<file path="src/rtl/adsr_pkg.sv">
// Shared types, constants and helper functions for the ADSR voice envelope.
package adsr_pkg;

  localparam int CNT_W    = 32;
  localparam int FRAC_W   = 16;
  localparam int LVL_W    = FRAC_W + 1;
  localparam int LEN_W    = 24;
  localparam int NUM_W    = LEN_W + LVL_W;
  localparam int CNT_IX_W = 5;

  localparam logic [LVL_W-1:0] LVL_ONE = LVL_W'(1) << FRAC_W;
  localparam logic [CNT_W-1:0] CNT_MAX = '1;

  // Input operation codes.
  localparam logic [1:0] OP_TICK = 2'd0;
  localparam logic [1:0] OP_ON   = 2'd1;
  localparam logic [1:0] OP_OFF  = 2'd2;

  // Configuration register indexes.
  localparam logic [1:0] REG_ATTACK  = 2'd0;
  localparam logic [1:0] REG_DECAY   = 2'd1;
  localparam logic [1:0] REG_RELEASE = 2'd2;
  localparam logic [1:0] REG_SUSTAIN = 2'd3;

  // Which envelope segment a running division belongs to.
  localparam logic [1:0] SEG_ATTACK  = 2'd0;
  localparam logic [1:0] SEG_DECAY   = 2'd1;
  localparam logic [1:0] SEG_RELEASE = 2'd2;

  // One queued event: the op and either the mix or the clamped velocity.
  typedef struct packed {
    logic [1:0]       op;
    logic [LVL_W-1:0] data;
  } q_entry_t;

  // Queue status seen by the front and back parts.
  typedef struct packed {
    logic full;
    logic empty;
  } q_stat_t;

  // Signed divide by three, truncated toward zero.
  function automatic logic signed [15:0] div3(input logic signed [15:0] x);
    logic [15:0] mag;
    logic [32:0] prod;
    logic [15:0] q;
    begin
      mag  = x[15] ? 16'(-x) : 16'(x);
      prod = {17'd0, mag} * 33'd43691;
      q    = prod[32:17];
      div3 = x[15] ? -$signed(q) : $signed(q);
    end
  endfunction

  // Clamp a Q1.16 level to unity.
  function automatic logic [LVL_W-1:0] clamp_one(input logic [LVL_W-1:0] v);
    clamp_one = (v > LVL_ONE) ? LVL_ONE : v;
  endfunction

endpackage

</file>
<file path="src/rtl/adsr_voice_envelope.sv">
// Top level of the linear ADSR envelope for one synth voice.
// Usage:
//   The in_ channel carries events: in_op selects a sample tick, note on or
//   note off; ticks bring three oscillator samples, note on a velocity gain.
//   Each tick yields one out_ transaction with the enveloped sample and the
//   voice activity flag; note events and the unused op yield nothing.
//   The cfg_ channel writes attack, decay, release lengths and sustain level
//   (index 0 to 3) and is always ready. The user writes it while the block
//   idles; the block itself does not enforce this.
// Timing:
//   Input transactions go into a two-entry queue and are taken while it has
//   room. The back part handles a note event in its idle state. A tick
//   passes through the plan and output states; in attack, decay or release
//   the 17-step serial divider between them computes the level.
// Stalls and reset:
//   Results sit in an output register until taken; a stalled receiver holds
//   the back part, then the queue fills and in_ready drops. Synchronous
//   active-low reset clears the voice, the queue and the registers (sustain
//   to unity).
module adsr_voice_envelope (
  input  logic               clk,
  input  logic               rst_n,
  input  logic               in_valid,
  output logic               in_ready,
  input  logic [1:0]         in_op,
  input  logic signed [15:0] in_osc_a,
  input  logic signed [15:0] in_osc_b,
  input  logic signed [15:0] in_osc_c,
  input  logic [16:0]        in_velocity,
  output logic               out_valid,
  input  logic               out_ready,
  output logic signed [15:0] out_sample_out,
  output logic               out_voice_active,
  input  logic               cfg_valid,
  output logic               cfg_ready,
  input  logic [1:0]         cfg_index,
  input  logic [23:0]        cfg_data
);
  import adsr_pkg::*;

  q_stat_t  stat;
  q_entry_t push_data, pop_data;
  logic     push, pop;

  // Event classification and mixing.
  adsr_front u_front (
    .in_valid    (in_valid),
    .in_ready    (in_ready),
    .in_op       (in_op),
    .in_osc_a    (in_osc_a),
    .in_osc_b    (in_osc_b),
    .in_osc_c    (in_osc_c),
    .in_velocity (in_velocity),
    .stat        (stat),
    .push        (push),
    .push_data   (push_data)
  );

  // Event queue.
  adsr_queue u_queue (
    .clk       (clk),
    .rst_n     (rst_n),
    .push      (push),
    .push_data (push_data),
    .pop       (pop),
    .pop_data  (pop_data),
    .stat      (stat)
  );

  // Envelope engine.
  adsr_back u_back (
    .clk              (clk),
    .rst_n            (rst_n),
    .cfg_valid        (cfg_valid),
    .cfg_ready        (cfg_ready),
    .cfg_index        (cfg_index),
    .cfg_data         (cfg_data),
    .stat             (stat),
    .pop_data         (pop_data),
    .pop              (pop),
    .out_valid        (out_valid),
    .out_ready        (out_ready),
    .out_sample_out   (out_sample_out),
    .out_voice_active (out_voice_active)
  );
endmodule

</file>
<file path="src/rtl/adsr_queue.sv">
// Two-entry queue between the front and back parts.
module adsr_queue (
  input  logic              clk,
  input  logic              rst_n,
  input  logic              push,
  input  adsr_pkg::q_entry_t push_data,
  input  logic              pop,
  output adsr_pkg::q_entry_t pop_data,
  output adsr_pkg::q_stat_t  stat
);
  import adsr_pkg::*;

  q_entry_t   mem_r [2];
  logic       wptr_r, rptr_r;
  logic [1:0] cnt_r;

  assign pop_data   = mem_r[rptr_r];
  assign stat.full  = (cnt_r == 2'd2);
  assign stat.empty = (cnt_r == 2'd0);

  // Storage writes.
  always_ff @(posedge clk) begin
    if (push) begin
      mem_r[wptr_r] <= push_data;
    end
  end

  // Pointers and fill count.
  always_ff @(posedge clk) begin
    if (!rst_n) begin
      wptr_r <= 1'b0;
      rptr_r <= 1'b0;
      cnt_r  <= 2'd0;
    end else begin
      if (push) wptr_r <= ~wptr_r;
      if (pop) rptr_r <= ~rptr_r;
      if (push && !pop) cnt_r <= cnt_r + 2'd1;
      else if (pop && !push) cnt_r <= cnt_r - 2'd1;
    end
  end
endmodule

</file>
<file path="src/rtl/adsr_front.sv">
// Front part: accepts input transactions, mixes oscillators, queues events.
module adsr_front (
  input  logic               in_valid,
  output logic               in_ready,
  input  logic [1:0]         in_op,
  input  logic signed [15:0] in_osc_a,
  input  logic signed [15:0] in_osc_b,
  input  logic signed [15:0] in_osc_c,
  input  logic [16:0]        in_velocity,
  input  adsr_pkg::q_stat_t  stat,
  output logic               push,
  output adsr_pkg::q_entry_t push_data
);
  import adsr_pkg::*;

  logic signed [LVL_W-1:0] mix;
  logic                    known_op;

  // Mix of the three samples, each divided by three first.
  assign mix = LVL_W'(div3(in_osc_a)) + LVL_W'(div3(in_osc_b)) + LVL_W'(div3(in_osc_c));

  assign known_op = (in_op == OP_TICK) || (in_op == OP_ON) || (in_op == OP_OFF);
  assign in_ready = !stat.full;
  // An unused op is taken and dropped.
  assign push     = in_valid && in_ready && known_op;

  // Payload: the mix for a tick, the clamped velocity for a note on.
  always_comb begin
    push_data.op = in_op;
    if (in_op == OP_ON) begin
      push_data.data = clamp_one(in_velocity);
    end else begin
      push_data.data = mix;
    end
  end
endmodule

</file>
<file path="src/rtl/adsr_back.sv">
// Back part: envelope state, serial divider and output register.
module adsr_back (
  input  logic               clk,
  input  logic               rst_n,
  input  logic               cfg_valid,
  output logic               cfg_ready,
  input  logic [1:0]         cfg_index,
  input  logic [23:0]        cfg_data,
  input  adsr_pkg::q_stat_t  stat,
  input  adsr_pkg::q_entry_t pop_data,
  output logic               pop,
  output logic               out_valid,
  input  logic               out_ready,
  output logic signed [15:0] out_sample_out,
  output logic               out_voice_active
);
  import adsr_pkg::*;

  typedef enum logic [3:0] {
    S_IDLE = 4'b0001,
    S_PLAN = 4'b0010,
    S_DIV  = 4'b0100,
    S_OUT  = 4'b1000
  } state_t;

  state_t state_r;

  logic [LEN_W-1:0]  attack_r, decay_r, release_r;
  logic [LVL_W-1:0]  sustain_r;
  logic [CNT_W-1:0]  count_r, rel_start_r;
  logic              gate_r, active_r;
  logic [LVL_W-1:0]  env_r, vgain_r;
  logic signed [LVL_W-1:0] mix_r;
  logic [15:0]       smag_r;
  logic              sneg_r;
  logic [LVL_W-1:0]  num_r;
  logic [LEN_W-1:0]  rem_r, den_r;
  logic [LVL_W-1:0]  quo_r;
  logic [CNT_IX_W-1:0] dcnt_r;
  logic [1:0]        seg_r;
  logic signed [15:0] out_sample_r;
  logic              out_active_r, out_valid_r;

  logic [LVL_W-1:0]  sus;
  logic [CNT_W-1:0]  elapsed;
  logic [LEN_W:0]    ad_sum;
  logic [15:0]       mix_mag;
  logic [32:0]       sprod;
  logic [LEN_W-1:0]  mul_a;
  logic [LVL_W-1:0]  mul_b;
  logic [NUM_W-1:0]  nprod;
  logic [LEN_W:0]    trial;
  logic              ge;
  logic [LVL_W-1:0]  q_fin;
  logic [32:0]       oprod;
  logic [15:0]       omag;
  logic              out_load;

  assign cfg_ready        = 1'b1;
  assign out_valid        = out_valid_r;
  assign out_sample_out   = out_sample_r;
  assign out_voice_active = out_active_r;

  assign sus     = clamp_one(sustain_r);
  assign elapsed = (count_r >= rel_start_r) ? count_r - rel_start_r : '0;
  assign ad_sum  = {1'b0, attack_r} + {1'b0, decay_r};
  assign mix_mag = mix_r[LVL_W-1] ? 16'(-mix_r) : 16'(mix_r);
  assign sprod   = {17'd0, mix_mag} * {16'd0, vgain_r};

  // Operand selection for the numerator product of the division.
  always_comb begin
    if (!gate_r) begin
      mul_a = elapsed[LEN_W-1:0];
      mul_b = sus;
    end else if (count_r < CNT_W'(attack_r)) begin
      mul_a = count_r[LEN_W-1:0];
      mul_b = LVL_ONE;
    end else begin
      mul_a = LEN_W'(count_r - CNT_W'(attack_r));
      mul_b = LVL_ONE - sus;
    end
  end
  assign nprod = {{LVL_W{1'b0}}, mul_a} * {{LEN_W{1'b0}}, mul_b};

  // One restoring divider step.
  assign trial = {rem_r, num_r[LVL_W-1]};
  assign ge    = (trial >= {1'b0, den_r});
  assign q_fin = {quo_r[LVL_W-2:0], ge};

  // Final gain by the envelope level.
  assign oprod    = {17'd0, smag_r} * {16'd0, env_r};
  assign omag     = oprod[31:16];
  assign out_load = (state_r == S_OUT) && (!out_valid_r || out_ready);
  assign pop      = (state_r == S_IDLE) && !stat.empty;

  // Configuration registers.
  always_ff @(posedge clk) begin
    if (!rst_n) begin
      attack_r  <= '0;
      decay_r   <= '0;
      release_r <= '0;
      sustain_r <= LVL_ONE;
    end else if (cfg_valid) begin
      unique case (cfg_index)
        REG_ATTACK:  attack_r  <= cfg_data;
        REG_DECAY:   decay_r   <= cfg_data;
        REG_RELEASE: release_r <= cfg_data;
        REG_SUSTAIN: sustain_r <= cfg_data[LVL_W-1:0];
        default:     ;
      endcase
    end
  end

  // Datapath registers that need no reset.
  always_ff @(posedge clk) begin
    if (pop && pop_data.op == OP_TICK) mix_r <= pop_data.data;
    if (state_r == S_PLAN) begin
      smag_r <= sprod[31:16];
      sneg_r <= mix_r[LVL_W-1];
      rem_r  <= nprod[NUM_W-1:LVL_W];
      num_r  <= nprod[LVL_W-1:0];
      dcnt_r <= '0;
    end
    if (state_r == S_DIV) begin
      rem_r  <= ge ? LEN_W'(trial - {1'b0, den_r}) : trial[LEN_W-1:0];
      num_r  <= num_r << 1;
      quo_r  <= q_fin;
      dcnt_r <= dcnt_r + 1'b1;
    end
    if (out_load) begin
      out_sample_r <= sneg_r ? -$signed(omag) : $signed(omag);
      out_active_r <= active_r;
    end
  end

  // Sequencer and voice state.
  always_ff @(posedge clk) begin
    if (!rst_n) begin
      state_r     <= S_IDLE;
      count_r     <= '0;
      rel_start_r <= '0;
      gate_r      <= 1'b0;
      active_r    <= 1'b0;
      env_r       <= '0;
      vgain_r     <= '0;
      out_valid_r <= 1'b0;
      seg_r       <= SEG_ATTACK;
      den_r       <= '0;
    end else begin
      if (out_load) out_valid_r <= 1'b1;
      else if (out_ready) out_valid_r <= 1'b0;

      unique case (state_r)
        S_IDLE: begin
          if (pop) begin
            case (pop_data.op)
              OP_ON: begin
                count_r     <= '0;
                rel_start_r <= '0;
                env_r       <= '0;
                vgain_r     <= pop_data.data;
                gate_r      <= 1'b1;
                active_r    <= 1'b1;
              end
              OP_OFF: begin
                gate_r      <= 1'b0;
                rel_start_r <= count_r;
              end
              default: begin
                if (count_r != CNT_MAX) count_r <= count_r + 1'b1;
                state_r <= S_PLAN;
              end
            endcase
          end
        end
        S_PLAN: begin
          state_r <= S_OUT;
          if (active_r) begin
            if (!gate_r) begin
              if (release_r == '0 || elapsed >= CNT_W'(release_r)) begin
                env_r    <= '0;
                active_r <= 1'b0;
              end else begin
                seg_r   <= SEG_RELEASE;
                den_r   <= release_r;
                state_r <= S_DIV;
              end
            end else if (count_r < CNT_W'(attack_r)) begin
              seg_r   <= SEG_ATTACK;
              den_r   <= attack_r;
              state_r <= S_DIV;
            end else if (count_r < CNT_W'(ad_sum)) begin
              seg_r   <= SEG_DECAY;
              den_r   <= decay_r;
              state_r <= S_DIV;
            end else begin
              env_r <= sus;
            end
          end
        end
        S_DIV: begin
          if (dcnt_r == CNT_IX_W'(LVL_W - 1)) begin
            state_r <= S_OUT;
            case (seg_r)
              SEG_ATTACK: env_r <= q_fin;
              SEG_DECAY:  env_r <= LVL_ONE - q_fin;
              default: begin
                if (q_fin >= sus) begin
                  env_r    <= '0;
                  active_r <= 1'b0;
                end else begin
                  env_r <= sus - q_fin;
                end
              end
            endcase
          end
        end
        S_OUT: begin
          if (out_load) state_r <= S_IDLE;
        end
        default: state_r <= S_IDLE;
      endcase
    end
  end
endmodule

</file>
<file path="config.mk">
export PLATFORM = sky130hd
export DESIGN_NAME = adsr_voice_envelope
export DESIGN_NICKNAME = d
export VERILOG_FILES = /design/src/rtl/adsr_pkg.sv /design/src/rtl/adsr_voice_envelope.sv /design/src/rtl/adsr_queue.sv /design/src/rtl/adsr_front.sv /design/src/rtl/adsr_back.sv
export SDC_FILE = /design/constraint.sdc
export NUM_CORES = 2
export LEC_CHECK = 0
export BUFFER_PORTS_ARGS = -buffer_cell sky130_fd_sc_hd__buf_2
export CORE_ASPECT_RATIO = 1.75
export CORE_MARGIN = 2
export CORE_UTILIZATION = 68
export DETAILED_ROUTE_END_ITERATION = 10
export PLACE_DENSITY = 0.95
export SYNTH_ARGS = -nofsm -noshare
export SYNTH_HDL_FRONTEND = slang
export SYNTH_SLANG_ARGS = --single-unit
</file>
<file path="constraint.sdc">
create_clock -name clk -period 16.6 [get_ports clk]
set_input_delay 0.83 -clock clk [delete_from_list [all_inputs] [get_ports clk]]
set_output_delay 0.83 -clock clk [all_outputs]
set_load 0.05 [all_outputs]
</file>
* Word level (Yosys, flattened, before mapping)
Memories as Yosys holds them, arrays and structs flattened. A register that Yosys moved wholly into a read port is not among the register bits.
Cells that the tools add are included.
** Operators by class
- Add/subtract/negate cells :: 21
- Multiply operators :: 6
- Divide/modulo/power cells :: 0
- Order comparisons :: 8
- Equal/unequal tests :: 28
- Shift operators :: 0
- Multiplexer cells :: 73
- Bitwise gates (word level) :: 3
- Reduce and logical (&&, ||, !) cells :: 41
** Operators with widths (count)
- $mux W17 :: 16
- $mux W24 :: 9
- $mux W16 :: 8
- $pmux W32 S2 :: 2
- $mul A16 B16 Y32 const B :: 3
- $neg A16 Y16 :: 5
- $mul A16 B17 Y32 :: 2
- $mux W32 :: 2
- $pmux W17 S3 :: 1
- $neg A15 Y16 :: 3
- $sub A24 B24 Y24 :: 2
- $mul A24 B17 Y41 :: 1
- $mux W4 :: 9
- $gt A17 B17 Y1 const B :: 2
- $pmux W17 S2 :: 1
- $sub A17 B17 Y17 const A :: 2
- $add A32 B1 Y32 const B :: 1
- $ge A32 B24 Y1 :: 1
- $ge A32 B32 Y1 :: 1
- $lt A32 B24 Y1 :: 1
- $lt A32 B25 Y1 :: 1
- $ne A32 B32 Y1 const B :: 1
- $sub A32 B32 Y32 :: 1
- $add A24 B24 Y25 :: 1
- 39 further kinds :: 104
** Storage, ports and cells
- Bits in registers :: 337
- Bits in latches :: 0
- Memory bits (writable) :: 38
- Memory bits (read-only) :: 0
- Input port bits :: 98
- Output and inout bits :: 20
- Logic and storage cells :: 208
- Memories kept :: 1
** Memory list
- u_queue.mem_r :: depth 2, bits a word 19, rd ports 1, clocked after memory_dff 1, write ports 1, RTL line adsr_queue.sv:13 : q_entry_t mem_r [2];

* Longest topological paths before layout
- Depth after elaboration :: 8
- Gate-level depth with buffers :: 49
- Depth with buffers taken out :: 49

* Hierarchy
From an unflattened synthesis, not the netlist that was laid out.
** Unflattened totals
- Cells, all modules :: 8293
- Area, all modules :: 70637.7 um2
** By module, submodules not included
- adsr_back :: instances 1, cells each 6229, area each 51892.3 um2
- adsr_front :: instances 1, cells each 1983, area each 17155.2 um2
- adsr_queue :: instances 1, cells each 81, area each 1590.3 um2

* Worst setup path before layout
No wires, ideal clock.
- Path kind :: input to register
- From :: input in_osc_c[5]
- To :: memory u_queue.mem_r[0][14] in the netlist's numbering, data pin
- Library setup time :: 0.260 ns
- Arrival time :: 10.664 ns
- Required time :: 16.340 ns
- Setup slack :: 5.676 ns
- Cell stages on the path :: 44
- Buffers on the path :: 0
- Cells stage by stage :: or4_1 > or3_1 > or4_1 > o31ai_1 > xor2_1 > inv_1 > ha_1 > ha_1 > inv_1 > fa_1 > inv_1 > fa_1 > fa_1 > inv_1 > fa_1 > inv_1 > ha_1 > or3_1 > [... 8 more ...] > mux2_2 > o211ai_1 > o311a_1 > o22ai_1 > xnor2_1 > fa_1 > inv_1 > ha_1 > inv_1 > o21ai_0 > a21o_1 > a21oi_1 > o21ai_0 > a2111oi_0 > nor3b_1 > o21a_1 > or3_1 > a32o_1
** RTL lines
- from (decl) :: RTL line adsr_voice_envelope.sv:28 : input logic signed [15:0] in_osc_c,
- to (decl) :: RTL line adsr_queue.sv:13

* Worst setup path in the final report
- From :: register u_back.count_r[0]
- To :: register u_back.rem_r[17], data pin
** Between the ends
- Longest elaborated chain between the ends :: 6
- Elaborated cells on any way between the ends :: 12
- Classes of those cells :: add/sub (2); mul (1); order compare (2); mux (7)
** RTL lines
- from (decl) :: RTL line adsr_back.sv:30 : logic [CNT_W-1:0] count_r, rel_start_r;
- from (signal assigned) :: RTL line adsr_back.sv:170 : if (count_r != CNT_MAX) count_r <= count_r + 1'b1;
- $sub A32 B32 Y32 (tied with other cells) :: RTL line adsr_back.sv:65 : assign elapsed = (count_r >= rel_start_r) ? count_r - rel_start_r : '0;
- $mux W32 (tied with other cells) :: RTL line adsr_back.sv:65
- $mux W24 / $mux W17 (equally long branches) :: RTL line adsr_back.sv:72 : if (!gate_r) begin
- $mul A24 B17 Y41 (*) :: RTL line adsr_back.sv:83 : assign nprod = {{LVL_W{1'b0}}, mul_a} * {{LEN_W{1'b0}}, mul_b};
- $mux W24 (*) :: RTL line adsr_back.sv:117 : if (state_r == S_PLAN) begin
- $mux W24 (*) :: RTL line adsr_back.sv:124 : if (state_r == S_DIV) begin
- to (signal assigned) :: RTL line adsr_back.sv:120 : rem_r <= nprod[NUM_W-1:LVL_W];
- to (signal assigned) :: RTL line adsr_back.sv:125 : rem_r <= ge ? LEN_W'(trial - {1'b0, den_r}) : trial[LEN_W-1:0];
- to (decl) :: RTL line adsr_back.sv:37 : logic [LEN_W-1:0] rem_r, den_r;
Every way passes the cells marked *; elsewhere a longest branch is shown, timed or not. The select of a mux whose other input is x is not followed.
A chain may end at the register's enable or synchronous reset.

==> flow_summary.json <==
{
  "dp.cells": 9544,
  "grt_first_pass_wirelength_um": 342000,
  "cts.sinks": 376,
  "grt_max_degree": 79,
  "syn_area_um2": 70200,
  "first_pass_iters": 10,
  "clk_latency_ns": 0.63,
  "hold_path_depth": 2,
  "cts_resized": 0,
  "cts_buffer_depth": 3,
  "drive_above_1_share_pct": 4.37,
  "port_buffers": 116,
  "boundaryPins": 118,
  "grt_pass1_vias": 65600,
  "slew_headroom_pct": 8.47,
  "synthFlopType": "dfxtp_1",
  "cts_tree": "built",
  "muxShareOfSynthArea_pct": 0.927,
  "r2r_slack_ns": 3.84,
  "endpoint_kind": "flip-flop",
  "nets": 10200,
  "max_freq_mhz": 78.3,
  "numCtsBuffers": 39,
  "dp_hpwl_um": 175000,
  "yosysSeqAreaShare_pct": 12.9,
  "final.setup.worst_slack_ns": 3.84,
  "hold_buffers": 0,
  "grtUsageTotal_pct": 41.9,
  "rsz0062_at_grt": "false",
  "outcome": "finished clean",
  "cap_viol_max_count": 0,
  "worstReg2RegEnd": "u_back.rem_r[17]",
  "skew_ns": 0.0438,
  "startpoint_type": "flip-flop",
  "layout.cells.non_filler": 9638,
  "finalMaxSlewViolations": 0,
  "yosysWarnings": 0,
  "die_w_um": 247,
  "post_cts_buffers": 0,
  "tightest_slew_ns": 1.36,
  "syn_nets": 10200,
  "hold_start": "u_back.rel_start_r[20]",
  "path_common_cell": "fa_1",
  "fin_crit_sh_pct": 76.9,
  "synthAdderAreaFrac_pct": 43.4,
  "dieArea_um2": 106000,
  "postRouteAntennaNets": 0,
  "cp_slowest_cell": "o2111a_2",
  "wl_per_cell_um": 22.6,
  "synth-simple-area-share_pct": 16.0,
  "holdWs_ns": 0.452,
  "routabilityCongestion": 1.04,
  "syn_inst": 8284,
  "avgSynthCellArea_um2": 8.47,
  "cp.arrival_ns": 13.10,
  "fp.coreArea_um2": 102000,
  "via_count": 60500,
  "synth_edf_count": 150,
  "pre_cts_ws_ns": 4.24,
  "tns_ns": 0,
  "area_delta_synth_final_pct": 4.76,
  "worstHoldPathType": "flip-flop to flip-flop",
  "synth_top_family_by_area": "adder cells",
  "synthArstFlopShare_pct": 0,
  "yosysUniqueCellTypes": 95,
  "htreeDepth": 2,
  "r2r_start": "u_back.count_r[0]",
  "r2r_cells": 38,
  "initial_core_util_pct": 68.6,
  "synth_seq_cells": 376,
  "crit_type": "flip-flop to flip-flop",
  "synth_compound_area_share_pct": 11.3,
  "clk_pin_slew_ns": 0.08,
  "antenna_found_initial": 32,
  "overflow": 0,
  "cp_max_fo": 34,
  "hold-path-endpoint": "u_back.rel_start_r[20]",
  "finalHoldViolations": 0,
  "root_buffer": "clkbuf_16",
  "viasPerCell": 6.28,
  "routed_wirelength_um": 218000,
  "synth_xor_area_share_pct": 5.49,
  "min_period_ns": 12.76,
  "slowest_delay_ns": 0.83,
  "drtIter0Drc": 4340,
  "drc": 0,
  "worstPathRequired_ns": 16.94,
  "die_h_um": 429,
  "rows": 155,
  "finalSetupViolCount": 0
}
cell usage in the layout, fill, tap and decap left out, drive strengths merged, types with 42 or more instances in the layout:
master	synthesis	layout
nand2b	65	65
fa	973	973
a31oi	53	53
and2	261	261
inv	1574	1582
o31ai	42	42
xnor2	264	264
nor2	407	407
or3	55	55
o21a	45	45
o21ai	230	230
nand2	1182	1182
a21oi	415	415
xor2	176	176
a211oi	53	53
clkbuf	259	47
dfxtp	226	226
nand3	115	115
buf	27	212
nor2b	99	99
a21o	122	122
nor3	74	74
edfxtp	150	150
ha	877	877
registers in the layout (all words and copies together), names as in the netlist, 2 cells and up, named ones only:
name	cells
u_back.smag_r	16
u_back.rel_start_r	32
u_back.sustain_r	17
u_back.num_r	17
u_queue.mem_r	38
u_back.state_r	4
u_back.count_r	32
u_back.dcnt_r	5
u_back.out_sample_out	16
u_back.seg_r	2
u_queue.cnt_r	2
u_back.decay_r	24
u_back.vgain_r	17
u_back.env_r	17
u_back.mix_r	17
u_back.quo_r	16
u_back.den_r	24
u_back.release_r	24
u_back.rem_r	24
u_back.attack_r	24
synth_stat cells (15+ instances only):
cell type / instances / share of area, %
o211ai_1: 32 / 0.34
xor2_1: 176 / 2.2
nor2b_1: 99 / 0.88
mux2_2: 22 / 0.35
or2_2: 19 / 0.17
nand3b_1: 16 / 0.17
xnor2_1: 264 / 3.3
clkbuf_1: 259 / 1.4
mux2i_1: 38 / 0.54
o31ai_1: 41 / 0.44
ha_1: 877 / 16
a31oi_1: 53 / 0.47
o21ai_0: 207 / 1.5
inv_1: 1572 / 8.4
a21o_1: 122 / 1.3
nor2_1: 407 / 2.2
a21oi_1: 415 / 3.0
o21a_1: 45 / 0.48
and2_1: 261 / 2.3
or4_1: 15 / 0.16
o41ai_1: 23 / 0.29
o21bai_1: 33 / 0.35
or3_1: 54 / 0.48
nand4_1: 41 / 0.37
nor3_1: 74 / 0.53
dfxtp_1: 226 / 6.4
o22ai_1: 27 / 0.24
o21ai_1: 22 / 0.16
a22o_1: 34 / 0.42
nand2b_1: 65 / 0.58
fa_1: 973 / 28
nor4_1: 35 / 0.31
a21boi_0: 15 / 0.16
nand3_1: 115 / 0.82
nand2_1: 1182 / 6.3
edfxtp_1: 150 / 6.4
a211oi_1: 53 / 0.57
and3_1: 26 / 0.23
metrics by stage:
| step | area, um^2 | util (%) |
|---|---|---|
| after CTS | 73400 | 71.9 |
| final | 73500 | 71.9 |
| after global routing | 73500 | 71.9 |
| after global placement | 72100 | 70.6 |
| after detailed placement | 72100 | 70.6 |
| after floorplan | 70200 | - |
cells by family (layout without fill, tap and decap cells):
logic type | after synthesis | count (layout)
XOR/XNOR | 440 | 440
other | 1 | 24
AO/OA/AOI/OAI | 1244 | 1244
AND/OR/NAND/NOR | 2446 | 2446
buffers and inverters | 1865 | 1862
flip-flops | 376 | 376
multiplexers | 62 | 62
adder cells (fa/ha/maj) | 1850 | 1850
routing by layer:
| layer | vias up | GRT usage (%) | part of all wire (%) |
|---|---|---|---|
| met4 | 28 | 38.4 | 11 |
| li1 | 26500 | - | - |
| met3 | 1495 | 9.38 | 8.5 |
| met1 | 29000 | 40.6 | 31 |
| met2 | 3451 | 73.0 | 50 |
| met5 | - | 0 | 0.078 |
worst max path at each step:
stage | from | end
6_report | u_back.count_r[0] | u_back.rem_r[17]
4_1_cts | u_back.count_r[0] | u_back.rem_r[17]
3_3_place_gp | u_back.count_r[0] | u_back.rem_r[17]
5_1_grt | u_back.count_r[0] | u_back.rem_r[23]
2_1_floorplan | in_osc_c[5] | u_queue.mem_r[0][14]
3_5_place_dp | u_back.count_r[0] | u_back.rem_r[23]
area by class of cell:
class / count / area (um^2)
Multi-Input combinational cell: 6043 / 54200
Clock buffer: 47 / 1080
Inverter: 1579 / 5930
Antenna cell: 23 / 57.6
Clock inverter: 24 / 225
Tap cell: 1334 / 1670
Fill cell: 7472 / 28700
Sequential cell: 376 / 9030
Timing Repair Buffer: 212 / 1300
critical path, delay by kind of cell, from the launching register on:
family,cells,cell delay (ns)
buffers and inverters,7,0.68
AND/OR/NAND/NOR,6,1.47
flip-flops,1,0.40
XOR/XNOR,1,0.11
adder cells (fa/ha/maj),9,3.96
AO/OA/AOI/OAI,15,5.84
Power is not shown: default switching activity piles up to over one toggle a cycle in this logic, so the estimate is an artifact.
